[config.mk]
export PLATFORM = sky130hd
export DESIGN_NAME = rstg_ctrl
export DESIGN_NICKNAME = d
export VERILOG_FILES = /design/src/rtl/rstg_pkg.sv /design/src/rtl/rstg_ctrl.sv
export SDC_FILE = /design/constraint.sdc
export NUM_CORES = 1
export LEC_CHECK = 0
export ABC_CLOCK_PERIOD_IN_PS = 3700
export BUFFER_PORTS_ARGS = -buffer_cell sky130_fd_sc_hd__buf_2
export CELL_PAD_IN_SITES_DETAIL_PLACEMENT = 1
export CELL_PAD_IN_SITES_GLOBAL_PLACEMENT = 1
export CORE_AREA = 2 2 39 41
export CTS_BUF_LIST = sky130_fd_sc_hd__clkbuf_4 sky130_fd_sc_hd__clkbuf_8 sky130_fd_sc_hd__clkbuf_16
export DETAILED_ROUTE_END_ITERATION = 10
export DIE_AREA = 0 0 41 43
export PLACE_DENSITY = 0.46
export SLEW_MARGIN = 40
export SYNTH_ARGS = -nofsm -noshare
export SYNTH_HDL_FRONTEND = slang
export SYNTH_SLANG_ARGS = --single-unit
export TNS_END_PERCENT = 20
[constraint.sdc]
create_clock -name clk -period 3.7 [get_ports clk]
set_input_delay 0.555 -clock clk [delete_from_list [all_inputs] [get_ports clk]]
set_output_delay 0.555 -clock clk [all_outputs]
set_load 0.02 [all_outputs]
[src/rtl/rstg_pkg.sv]
`timescale 1ns / 1ps

package rstg_pkg;

	localparam int SINE_TABLE_BITS = 8;
	localparam int PHASE_BITS      = 24;
	localparam int INDEX_BITS      = 16;

	localparam int SINE_SIZE    = 1 << SINE_TABLE_BITS;
	localparam int QUARTER_BITS = SINE_TABLE_BITS - 2;
	localparam int LEN_BITS     = 16;
	localparam int CMP_BITS     = ((INDEX_BITS > LEN_BITS) ? INDEX_BITS : LEN_BITS) + 1;
	localparam int STEP_BITS    = 24;
	localparam int RECIP_BITS   = 17;
	localparam int CFG_BITS     = 24;
	localparam int ADDR_BITS    = 3;
	localparam int OPER_BITS    = 18;
	localparam int PROD_BITS    = 2 * OPER_BITS;

	localparam logic [RECIP_BITS-1:0] GAIN_ONE = RECIP_BITS'(65536);
	localparam logic [7:0]            SILENCE  = 8'd127;

	typedef enum logic [ADDR_BITS-1:0] {
		REG_PHASE_STEP  = 3'd0,
		REG_TONE_LEN    = 3'd1,
		REG_TOTAL_LEN   = 3'd2,
		REG_RAMP_LEN    = 3'd3,
		REG_RAMP_RECIP  = 3'd4
	} reg_addr_t;

	typedef enum logic [1:0] {
		ST_IDLE,
		ST_GAIN,
		ST_PROD,
		ST_FINISH
	} state_t;

	typedef struct packed {
		logic load;
		logic gain;
		logic prod;
		logic finish;
	} cmd_t;

	typedef struct packed {
		logic out_free;
	} status_t;

	typedef logic signed [15:0] sine_lut_t [SINE_SIZE];

	// Q1.15 sine, quarter wave by a degree-9 odd polynomial in Q30
	function automatic sine_lut_t build_sine();
		sine_lut_t   lut;
		logic [63:0] t;
		logic [63:0] t2;
		logic [63:0] p;
		logic [63:0] v;
		int          quad;
		int          r;
		int          m;
		for (int k = 0; k < SINE_SIZE; k++) begin
			quad = (k >> QUARTER_BITS) & 3;
			r    = k & ((1 << QUARTER_BITS) - 1);
			m    = ((quad & 1) != 0) ? ((1 << QUARTER_BITS) - r) : r;
			t    = 64'(m) << (30 - QUARTER_BITS);
			t2   = (t * t) >> 30;
			p    = 64'd172271;
			p    = 64'd5027044 - ((t2 * p) >> 30);
			p    = 64'd85569278 - ((t2 * p) >> 30);
			p    = 64'd693598671 - ((t2 * p) >> 30);
			p    = 64'd1686629713 - ((t2 * p) >> 30);
			v    = (t * p) >> 30;
			v    = (v * 64'd32767 + (64'd1 << 29)) >> 30;
			if (v > 64'd32767)
				v = 64'd32767;
			lut[k] = (quad >= 2) ? -$signed(16'(v)) : $signed(16'(v));
		end
		return lut;
	endfunction

	localparam sine_lut_t SINE_LUT = build_sine();

endpackage

[src/rtl/rstg_ctrl.sv]
`timescale 1ns / 1ps

module rstg_ctrl (
	input  logic              clk,
	input  logic              arst_n,
	input  logic              s_tvalid,
	output logic              s_tready,
	input  rstg_pkg::status_t status,
	output rstg_pkg::cmd_t    cmd
);
	import rstg_pkg::*;

	state_t state_q;
	state_t state_d;

	always_ff @(posedge clk or negedge arst_n) begin
		if (!arst_n) begin
			state_q <= ST_IDLE;
		end else begin
			state_q <= state_d;
		end
	end

	always_comb begin
		state_d    = state_q;
		s_tready   = 1'b0;
		cmd        = '0;
		unique case (state_q)
			ST_IDLE: begin
				s_tready = 1'b1;
				if (s_tvalid) begin
					cmd.load = 1'b1;
					state_d  = ST_GAIN;
				end
			end
			ST_GAIN: begin
				cmd.gain = 1'b1;
				state_d  = ST_PROD;
			end
			ST_PROD: begin
				cmd.prod = 1'b1;
				state_d  = ST_FINISH;
			end
			ST_FINISH: begin
				if (status.out_free) begin
					cmd.finish = 1'b1;
					state_d    = ST_IDLE;
				end
			end
			default: begin
				state_d = ST_IDLE;
			end
		endcase
	end

endmodule

* Yosys cells after proc, flatten, opt, wreduce, memory -nomap -nowiden
Cells that the tools add are included.
Cells by class: eq/ne operators 5, muxes and demuxes 10, reduce and logical (&&, ||, !) cells 2
Operators with widths (count):
- one-hot mux 2 bit (4 select lines) | 1
- two-way mux 1 bit | 7
- equality test 2 bit (second input constant) | 2
- two-way mux 2 bit | 2
- != test 2 bit (second input constant) | 2
- equality test 2 x 1 -> 1 bit (second input constant) | 1
- zero test 2 bit | 1
- AND reduction 2 bit | 1
Storage, ports and cells: register bits after elaboration 2, bits of input ports 4, output and inout bits 5, word-level logic and storage cells 18

* Longest topological paths before layout
depth after elaboration 3, mapped depth 4, gate-level depth less buffers 4

* Worst setup path before layout
Ideal clock, no wire load.
path type reg-to-output, from register state_q[0], to output port cmd[3] in the netlist's numbering, data arrival time 1064 ps, data required time 3145 ps, setup slack 2081 ps, stages on the path, launching flop included 4, buffers on the path 0, cells stage by stage dfrtp_1 inv_1 ha_1 and2_1
RTL lines:
- from (decl) | line rstg_ctrl.sv:13 | state_t state_q;
- from (signal assigned) | line rstg_ctrl.sv:20 | state_q <= state_d;
- to (decl) | line rstg_ctrl.sv:9 | output rstg_pkg::cmd_t cmd

==> impl_metrics.toml <==
[outcome]
status = "finished, final reports clean"

[power]
p_leak_nw = 0.145
p_total_mw = 0.242
peakVddDrop_mv = 0.238
power.density_nw_per_um2 = 942

[clock_network]
clk_path_buf_depth = 2
ctsHoldBuffers = 0
cts_made_buffers = 3
tritoncts = "done"
clkSinkCount = 2
worst_skew_pair.late_latency_ps = 220
path_clk_slew_ps = 30
cts_root_buffer = "clkbuf_4"
post-cts-setup-buffers = 0
h-tree-depth = 1
cts_resized = 0

[drt]
antenna_left = 0
dr_total_vias = 141
drc_errors = 0
via_per_inst = 3.36
wl_met2_um = 163
highest_layer = "met3"
met3_length_um = 42
wire_per_inst_um = 8.62
first_pass_iters = 1
drt_iter0_drc = 0
met1_length_um = 155
totalWireLength_um = 362

[timing]
clock_skew_ps = 0.157
tns_ps = 0
grt_setup_unrepaired = "no"
hold_viol_final = 0
clock.fmax_ghz = 0.556
slew_viol_final = 0
period_share_pct = 48.6
fin_crit_ps = 1800
max_slew_margin_pct = 89.5
worst_slack_ps = 1900
worst_pin_slew_ps = 157
final-setup-viol-count = 0

[logic_synthesis]
synth_seq_area_share_pct = 28.8
synthTopCellsByArea = "dfrtp_1, ha_1, mux2_4, nor2b_4, inv_1"
synth_area_leader_cell = "dfrtp_1"
ys_types = 9
syn_nets = 23
syn-instance-count = 15
synth_top_area_share_pct = 28.8
yosys_warnings = 0
synth_area_um2 = 174
ys_ff_latch = 2
synth.avg_cell_area_um2 = 11.6

[floorplanning]
start_util_pct = 12.6
fp-row-count = 14
die_w_um = 41
io_pins = 9
die_area_um2 = 1760
core_um2 = 1380
die_height_um = 43

[layout]
top_register = "state_q"
final_util_pct = 18.5
diodes = 0
layout.nets = 36
fin_cells = 42
drive_gt1_share_pct = 61.5
largest_reg_flops = 2
syn_to_final_growth_pct = 47.5
largest_registers = "state_q: 2 flops"

[grt]
grt.overflow.total = 0
grt_max_degree = 5
grtUsageTotal_pct = 5.42
grt_pass1_vias = 157
grt_pass1_wl_um = 572
antenna_found_initial = 0

[placed_design]
pre_cts_slack_ps = 2120
dp_cells = 39
place_hpwl_um = 297
place_congestion = 0.564
io_buffers = 8

[min_path]
hp-class = "in -> async"

[setup_path]
arrival_ps = 1240
crit_required_ps = 3140
timing_worst_setup_path_type = "reg -> out"
endpoint_kind = "primary output"
cp-start-kind = "register"
cp_max_fo = 4
worstRegToRegCells = 4

[job]
timing.max_cap.violations = 0
==> where the power goes <==
part           switching [mW]  leakage, nW  internal (mW)
registers              0.0122       0.0235         0.0346
clock network          0.0118       0.0138         0.0357
logic                  0.0766        0.108         0.0707
total                   0.101        0.145          0.141
==> area by class of cell <==
type	instances	area (um2)
clock buffers	3	22.5
fillers	169	1130
inverters	3	11.3
multi-input cells	10	113
flip-flops and latches	2	50.0
well taps	16	20.0
repair buffers	8	40.0
==> path summary, 6_finish.rpt <==
check | from | to | slack, ps
max | state_q[0]$_DFFE_PN0P_ | cmd[3] | 1900
min in group clk | state_q[0]$_DFFE_PN0P_ | state_q[0]$_DFFE_PN0P_ | 570
max in group asynchronous | arst_n | state_q[1]$_DFFE_PN0P_ | 3500
min | arst_n | state_q[0]$_DFFE_PN0P_ | 110
max reg2reg | state_q[0]$_DFFE_PN0P_ | state_q[1]$_DFFE_PN0P_ | 2370
min reg2reg | state_q[0]$_DFFE_PN0P_ | state_q[0]$_DFFE_PN0P_ | 570
==> cell usage after synthesis <==
master	count
and2_1	1
and2_2	1
nor2b_4	1
dfrtp_1	2
o32a_2	1
ha_1	4
inv_1	3
a21oi_2	1
mux2_4	1
==> logic make-up after synthesis <==
group	synth area share, %
compound gates	11.5
flops	28.8
fa+ha+maj	28.8
mux	8.63
buf+inv	6.47
simple gates	15.8
==> per-stage QoR <==
step / hold WS [ps] / area, um2
2_1_floorplan: 259 / 174
3_3_place_gp: 340 / 234
3_5_place_dp: 342 / 234
4_1_cts: 101 / 256
5_1_grt: 98.8 / 256
6_report: 111 / 256
==> critical path, cell delays in order (launching register included) <==
cell,delay (ps)
dfrtp_1,400
inv_1,90
ha_1,230
and2_1,140
buf_2,160
==> metal layers <==
| metal | GRT usage, % | vias to the layer above |
|---|---|---|
| li1 | - | 70 |
| met1 | 5.45 | 62 |
| met2 | 6.88 | 9 |
| met3 | 3.14 | 0 |
| met4 | 6.00 | 0 |
| met5 | 0 | - |
==> layout by cell type (no fill, tap or decap) <==
cell / synthesis / final
dfrtp_1: 2 / 2
mux2_4: 1 / 1
a21oi_2: 1 / 1
o32a_2: 1 / 1
buf_2: 0 / 8
ha_1: 4 / 4
nor2b_4: 1 / 1
inv_1: 3 / 3
clkbuf_4: 0 / 3
and2_1: 1 / 1
and2_2: 1 / 1
(Power assumes the default switching activity.)
